**config.mk**
```make
export PLATFORM = sky130hd
export DESIGN_NAME = morton_tile_texture_swizzle
export DESIGN_NICKNAME = d
export VERILOG_FILES = /design/src/mtts_pkg.sv /design/src/mtts_counter.sv /design/src/mtts_swizzle.sv /design/src/morton_tile_texture_swizzle.sv
export SDC_FILE = /design/constraint.sdc
export NUM_CORES = 1
export LEC_CHECK = 0
export ABC_AREA = 1
export BUFFER_PORTS_ARGS = -buffer_cell sky130_fd_sc_hd__buf_2
export CAP_MARGIN = 20
export CORE_UTILIZATION = 56
export DETAILED_ROUTE_END_ITERATION = 7
export GPL_TIMING_DRIVEN = 1
export PLACE_DENSITY = 0.84
export SYNTH_ARGS = -nofsm -noshare
export SYNTH_HDL_FRONTEND = slang
export SYNTH_SLANG_ARGS = --single-unit
```
**constraint.sdc**
```tcl
create_clock -name aclk -period 3.5 [get_ports aclk]
set_clock_uncertainty 0.05 [all_clocks]
set_input_delay 1.05 -clock aclk [delete_from_list [all_inputs] [get_ports aclk]]
set_output_delay 1.05 -clock aclk [all_outputs]
set_load 0.01 [all_outputs]
```
**src/mtts_pkg.sv**
```systemverilog
// Shared types, constants and helper functions for the Morton-tiled texture swizzle.
// Used by every module of the block; depends on nothing else.
package mtts_pkg;

    localparam int MAX_SIDE_LOG2 = 8;
    localparam int MIN_SIDE_LOG2 = 4;
    localparam int SIDE_W        = MAX_SIDE_LOG2;
    localparam int LOG2_W        = 4;
    localparam int TILE_LOG2     = 3;
    localparam int MORTON_W      = 2 * TILE_LOG2;
    localparam int IDX_W         = 2 * SIDE_W;
    localparam int TILE_W        = IDX_W - MORTON_W;
    localparam int PIXEL_W       = 16;
    localparam int INDEX_W       = 16;
    localparam int CFG_INDEX_W   = 1;

    localparam logic [CFG_INDEX_W-1:0] REG_WIDTH_LOG2  = CFG_INDEX_W'(0);
    localparam logic [CFG_INDEX_W-1:0] REG_HEIGHT_LOG2 = CFG_INDEX_W'(1);

    typedef logic [SIDE_W-1:0]  coord_t;
    typedef logic [LOG2_W-1:0]  log2_t;
    typedef logic [PIXEL_W-1:0] pixel_t;
    typedef logic [INDEX_W-1:0] index_t;

    typedef struct packed {
        coord_t x;
        coord_t y;
        logic   last;
    } pos_t;

    function automatic log2_t side_log2(input log2_t l);
        log2_t result;
        if (l < LOG2_W'(MIN_SIDE_LOG2)) begin
            result = LOG2_W'(MIN_SIDE_LOG2);
        end else if (l > LOG2_W'(MAX_SIDE_LOG2)) begin
            result = LOG2_W'(MAX_SIDE_LOG2);
        end else begin
            result = l;
        end
        return result;
    endfunction

    function automatic coord_t side_mask(input log2_t l);
        logic [SIDE_W:0] one_hot;
        one_hot = (SIDE_W+1)'(1) << l;
        return SIDE_W'(one_hot - (SIDE_W+1)'(1));
    endfunction

endpackage

```
**src/mtts_counter.sv**
```systemverilog
// Source column and row counters that walk the image in raster order.
// Produces the flipped destination coordinates and the end-of-image flag; uses mtts_pkg.
module mtts_counter (
    input  logic            aclk,
    input  logic            aresetn,
    input  mtts_pkg::log2_t width_log2,
    input  mtts_pkg::log2_t height_log2,
    input  logic            advance,
    output mtts_pkg::pos_t  pos
);
    import mtts_pkg::*;

    coord_t col_reg, col_next;
    coord_t row_reg, row_next;
    coord_t mask_w, mask_h;
    coord_t x, r;
    logic   x_end, r_end;

    always_comb begin
        mask_w   = side_mask(side_log2(width_log2));
        mask_h   = side_mask(side_log2(height_log2));
        x        = col_reg & mask_w;
        r        = row_reg & mask_h;
        x_end    = (x == mask_w);
        r_end    = (r == mask_h);
        pos.x    = x;
        pos.y    = mask_h - r;
        pos.last = x_end && r_end;
        col_next = col_reg;
        row_next = row_reg;
        if (advance) begin
            if (x_end) begin
                col_next = '0;
                row_next = (r + SIDE_W'(1)) & mask_h;
            end else begin
                col_next = x + SIDE_W'(1);
                row_next = r;
            end
        end
    end

    always_ff @(posedge aclk) begin
        if (!aresetn) begin
            col_reg <= '0;
            row_reg <= '0;
        end else begin
            col_reg <= col_next;
            row_reg <= row_next;
        end
    end

endmodule

```
**src/mtts_swizzle.sv**
```systemverilog
// Tiled Morton index computation and red/blue channel exchange for one pixel.
// Purely combinational; uses mtts_pkg.
module mtts_swizzle (
    input  mtts_pkg::log2_t  width_log2,
    input  mtts_pkg::coord_t x,
    input  mtts_pkg::coord_t y,
    input  mtts_pkg::pixel_t pixel_in,
    output mtts_pkg::index_t tiled_index,
    output mtts_pkg::pixel_t pixel_out
);
    import mtts_pkg::*;

    log2_t                 row_shift;
    logic [TILE_W-1:0]     tile;
    logic [MORTON_W-1:0]   morton;
    logic [IDX_W-1:0]      idx;

    always_comb begin
        // Width is a power of two, so the tile column never carries into the tile row.
        row_shift   = side_log2(width_log2) - LOG2_W'(TILE_LOG2);
        tile        = (TILE_W'(y >> TILE_LOG2) << row_shift) | TILE_W'(x >> TILE_LOG2);
        morton      = {y[2], x[2], y[1], x[1], y[0], x[0]};
        idx         = {tile, morton};
        tiled_index = INDEX_W'(idx);
        pixel_out   = {pixel_in[4:0], pixel_in[10:5], pixel_in[15:11]};
    end

endmodule

```
**src/morton_tile_texture_swizzle.sv**
```systemverilog
// Morton 8x8-tiled, vertically flipped texture swizzle for RGB565 pixel streams.
// Pixels pass the input register, then the result register; one pixel per cycle while
// m_ready is high. The input and result registers each hold one transaction, so input
// is taken while a result waits if the input register is empty. Synchronous active-low
// reset clears both stages, the position counters and sets both size exponents to 4 (16x16 image).
module morton_tile_texture_swizzle (
    input  logic                                 aclk,
    input  logic                                 aresetn,
    input  logic                                 cfg_we,
    input  logic [mtts_pkg::CFG_INDEX_W-1:0]     cfg_index,
    input  mtts_pkg::log2_t                      cfg_wdata,
    input  logic                                 s_valid,
    output logic                                 s_ready,
    input  mtts_pkg::pixel_t                     s_pixel_in,
    output logic                                 m_valid,
    input  logic                                 m_ready,
    output mtts_pkg::index_t                     m_tiled_index,
    output mtts_pkg::pixel_t                     m_pixel_out,
    output logic                                 m_last_pixel
);
    import mtts_pkg::*;

    log2_t  width_log2_reg, height_log2_reg;
    pos_t   pos;
    logic   in_accept, s1_adv, out_adv;

    logic   s1_valid_reg;
    pixel_t s1_pixel_reg;
    pos_t   s1_pos_reg;

    index_t idx_calc;
    pixel_t pix_calc;

    logic   m_valid_reg;
    index_t m_index_reg;
    pixel_t m_pixel_reg;
    logic   m_last_reg;

    assign out_adv   = !m_valid_reg || m_ready;
    assign s1_adv    = s1_valid_reg && out_adv;
    assign s_ready   = !s1_valid_reg || out_adv;
    assign in_accept = s_valid && s_ready;

    always_ff @(posedge aclk) begin
        if (!aresetn) begin
            width_log2_reg  <= LOG2_W'(MIN_SIDE_LOG2);
            height_log2_reg <= LOG2_W'(MIN_SIDE_LOG2);
        end else if (cfg_we) begin
            unique case (cfg_index)
                REG_WIDTH_LOG2:  width_log2_reg  <= cfg_wdata;
                REG_HEIGHT_LOG2: height_log2_reg <= cfg_wdata;
            endcase
        end
    end

    mtts_counter u_counter (
        .aclk        (aclk),
        .aresetn     (aresetn),
        .width_log2  (width_log2_reg),
        .height_log2 (height_log2_reg),
        .advance     (in_accept),
        .pos         (pos)
    );

    always_ff @(posedge aclk) begin
        if (!aresetn) begin
            s1_valid_reg <= 1'b0;
        end else if (s_ready) begin
            s1_valid_reg <= s_valid;
        end
    end

    always_ff @(posedge aclk) begin
        if (in_accept) begin
            s1_pixel_reg <= s_pixel_in;
            s1_pos_reg   <= pos;
        end
    end

    mtts_swizzle u_swizzle (
        .width_log2  (width_log2_reg),
        .x           (s1_pos_reg.x),
        .y           (s1_pos_reg.y),
        .pixel_in    (s1_pixel_reg),
        .tiled_index (idx_calc),
        .pixel_out   (pix_calc)
    );

    always_ff @(posedge aclk) begin
        if (!aresetn) begin
            m_valid_reg <= 1'b0;
        end else if (out_adv) begin
            m_valid_reg <= s1_valid_reg;
        end
    end

    always_ff @(posedge aclk) begin
        if (s1_adv) begin
            m_index_reg <= idx_calc;
            m_pixel_reg <= pix_calc;
            m_last_reg  <= s1_pos_reg.last;
        end
    end

    assign m_valid       = m_valid_reg;
    assign m_tiled_index = m_index_reg;
    assign m_pixel_out   = m_pixel_reg;
    assign m_last_pixel  = m_last_reg;

endmodule

```
==> results by group <==
Run status
  • Status: complete, no violations

Power and ir drop
  • Share of total power in combinational logic: between 10% and 20%
  • Switching power: ~0.54 mW
  • PD cells: approximately 470 nW/µm²
  • Switch share: between 20 and 25%
  • Clock power frac: between 30% and 40%
  • Leakage power total: between 2 and 2.5 nW
  • VDD IR-drop max: around 0.19 mV
  • Sequential power share: a little under three fifths
  • Pint: between 1.5 and 2 mW

Min path
  • Hold crit path type: flip-flop to flip-flop

Detailed routing
  • Drt first pass iters: 6
  • Final ANT Viol Nets: 0
  • Initial drt markers: 146
  • # DRC: 0
  • Drt via density: 5.16
  • Routed vias: 2931
  • Routed len/inst: 12.7 µm
  • Final wirelength: 7230 µm

Timing
  • Min Tclk post-route: around 2.6 ns
  • Setup_tns: 0 ns
  • Slew Viols, Final: 0
  • Setup WS post-layout: between 0.8 and 0.9 ns
  • Tcrit/Tclk final: around three quarters
  • Unrepaired setup endpoints after global routing: no
  • WHS: between 0.3 and 0.4 ns
  • Fin. Hold Viols: 0
  • Upper clock frequency limit: approximately 380 MHz
  • Setup violators final: 0

Global routing
  • Vias in the first global route: about 2700
  • Global Route Usage Sum: a little over a fifth
  • First-pass GRT wire length: between 10000 and 15000 µm
  • Gr ovfl total: 0
  • Initial antenna violation count: 0
  • Pin count of the biggest net entering global routing: 34

Finish
  • Largest register FFs: 17
  • Ant diodes: 0
  • Layout cells sized above 1: roughly a fifth
  • Finished Layout Cells: ~570
  • NumNets Final: about 500
  • Synthesis-to-finish area growth: 16.0%

Die
  • Die Width: between 80 and 90 µm
  • Initial Util: approximately 60%
  • Core area: 6870 µm²
  • Die Area: around 7500 µm²
  • I/O pin total: 61
  • Die height: between 80 and 90 µm
  • Row cnt: 30

Worst setup path
  • WP data arrival: 1.54 ns
  • Critical Path Sink Type: primary output
  • CP Class: primary input to primary output
  • Slowest CP cell: buf_2
  • Crit-path max FO: 3
  • Delay-heaviest family, CP: buffers and inverters
  • Worst path cell trace: buf_2 > inv_1 > nand3_1 > buf_2
  • Most frequent CP cell: buf_2
  • CP Buf/Inv Count: 3
  • CP startpoint kind: primary input
  • Req. time, crit path: 2.40 ns
  • Largest stage delay, worst path: about 0.16 ns

Clock network
  • Sink Count: 92
  • Num CTS Buffers: 9
  • Max clock buf depth: 2
  • Worst skew pair latency: ~0.36 ns
  • H-tree depth: 3
  • CTS tree: built
  • CTS clk-pin slew, worst paths: roughly 0.090 ns
  • CTS root buf: clkbuf_8
  • Post-CTS Setup Repair Bufs: 0
  • CTS resizes: 0
  • Hold_buf cts: 0

Synthesis
  • Post-synthesis sequential area ratio: approximately 62%
  • Avg Cell Area, Syn: 10.1 µm²
  • Post-Syn Instances: 397
  • Share of the synthesized area in the top cell type: between 40% and 50%
  • Most common cell in the netlist: nand2_1
  • Post-synth EDFFs: 66
  • Synth Flop Type: edfxtp_1
  • Yosys cell types: 36
  • Ys async rst share: 0%
  • Synth warn: 0
  • Top post-synthesis cells by count: nand2_1 (73), edfxtp_1 (66), inv_1 (51)
  • Dominant cells by area after synthesis: edfxtp_1 (49%), dfxtp_1 (13%), nand2_1 (6.8%), inv_1 (4.8%), nor2_1 (3.9%)
  • Synthesized cell area: between 4000 and 5000 µm²
  • Area leader, netlist: edfxtp_1
  • Yosys reg bits: a little over 90

Placement
  • DP Worst Slack: ~0.87 ns
  • GPL Wtd Cong: roughly 0.92
  • Post-detail-place hpwl: roughly 5200 µm
  • PortBufs: 60
  • Placed cell count: between 500 and 600

Run
  • Max cap viols: 0
==> worst paths after layout <==
path / startpoint / to / slack (ns) / cells past startpoint
min reg2reg: s1_pos_reg[10] / m_tiled_index[2] / 0.37 / 0
min: s1_pos_reg[10] / m_tiled_index[2] / 0.37 / 0
max reg2reg: width_log2_reg[3] / u_counter.col_reg[2] / 0.97 / 14
max: m_ready / s_ready / 0.86 / 4
==> per-stage QoR <==
| stage | instance area (µm²) | util, % | total power, mW |
|---|---|---|---|
| detailed placement | 4450 | 64.8 | 1.49 |
| floorplan | 4030 | - | 1.42 |
| global route | 4650 | 67.7 | 2.27 |
| finish | 4650 | 67.7 | 2.18 |
| global placement | 4450 | 64.8 | 1.48 |
| CTS | 4650 | 67.7 | 2.19 |
==> cells in the final DEF, fill, tap and decap left out, drive strengths merged, types with 2 or more instances in the layout <==
cell type,count
edfxtp,66
o21bai,2
clkbuf,10
a21oi,20
conb,5
o22ai,4
clkinvlp,2
nand2,84
clkinv,2
nor2,44
xnor2,4
o21ai,20
buf,64
nand3,32
inv,56
dfxtp,26
nor3,3
ha,9
nor4,2
nand4,7
xor2,2
==> metal layers <==
layer / GRT usage [%] / vias up / wire length, µm
li1: - / 1463 / -
met1: 26.7 / 1346 / 3200
met2: 34.3 / 106 / 3470
met3: 4.86 / 16 / 408
met4: 11.2 / 0 / 161
met5: 0 / - / 0
==> cells by family (layout without fill, tap and decap cells) <==
family / Yosys count / in the layout / share of synthesized area, %
and+or+nand+nor: 174 / 174 / 20.3
DFF: 92 / 92 / 62.4
buffers and inverters: 64 / 135 / 6.08
AOI/OAI and AO/OA: 50 / 50 / 6.74
adders and majority gates: 9 / 9 / 2.81
xor gates and xnor gates: 6 / 6 / 1.31
other: 1 / 5 / 0.0935
muxes: 1 / 1 / 0.250
==> power groups by stage <==
stage               Combinational (mW)  Sequential (mW)  Clock, mW
CTS                              0.217             1.25      0.724
floorplan                        0.134             1.28          0
global placement                 0.207             1.27          0
detailed placement               0.215             1.27          0
finish                           0.219             1.25      0.715
global route                     0.245             1.25      0.767
==> layout make-up <==
| class | count | area, µm² |
|---|---|---|
| timing repair buffer | 64 | 330 |
| clock buffer | 10 | 128 |
| tap | 96 | 120 |
| multi-input combinational | 245 | 1290 |
| sequential | 92 | 2500 |
| clock inverter | 6 | 71.3 |
| inverter | 55 | 209 |
| fill | 527 | 2220 |
Note: power is estimated with default switching activity, not from simulation.
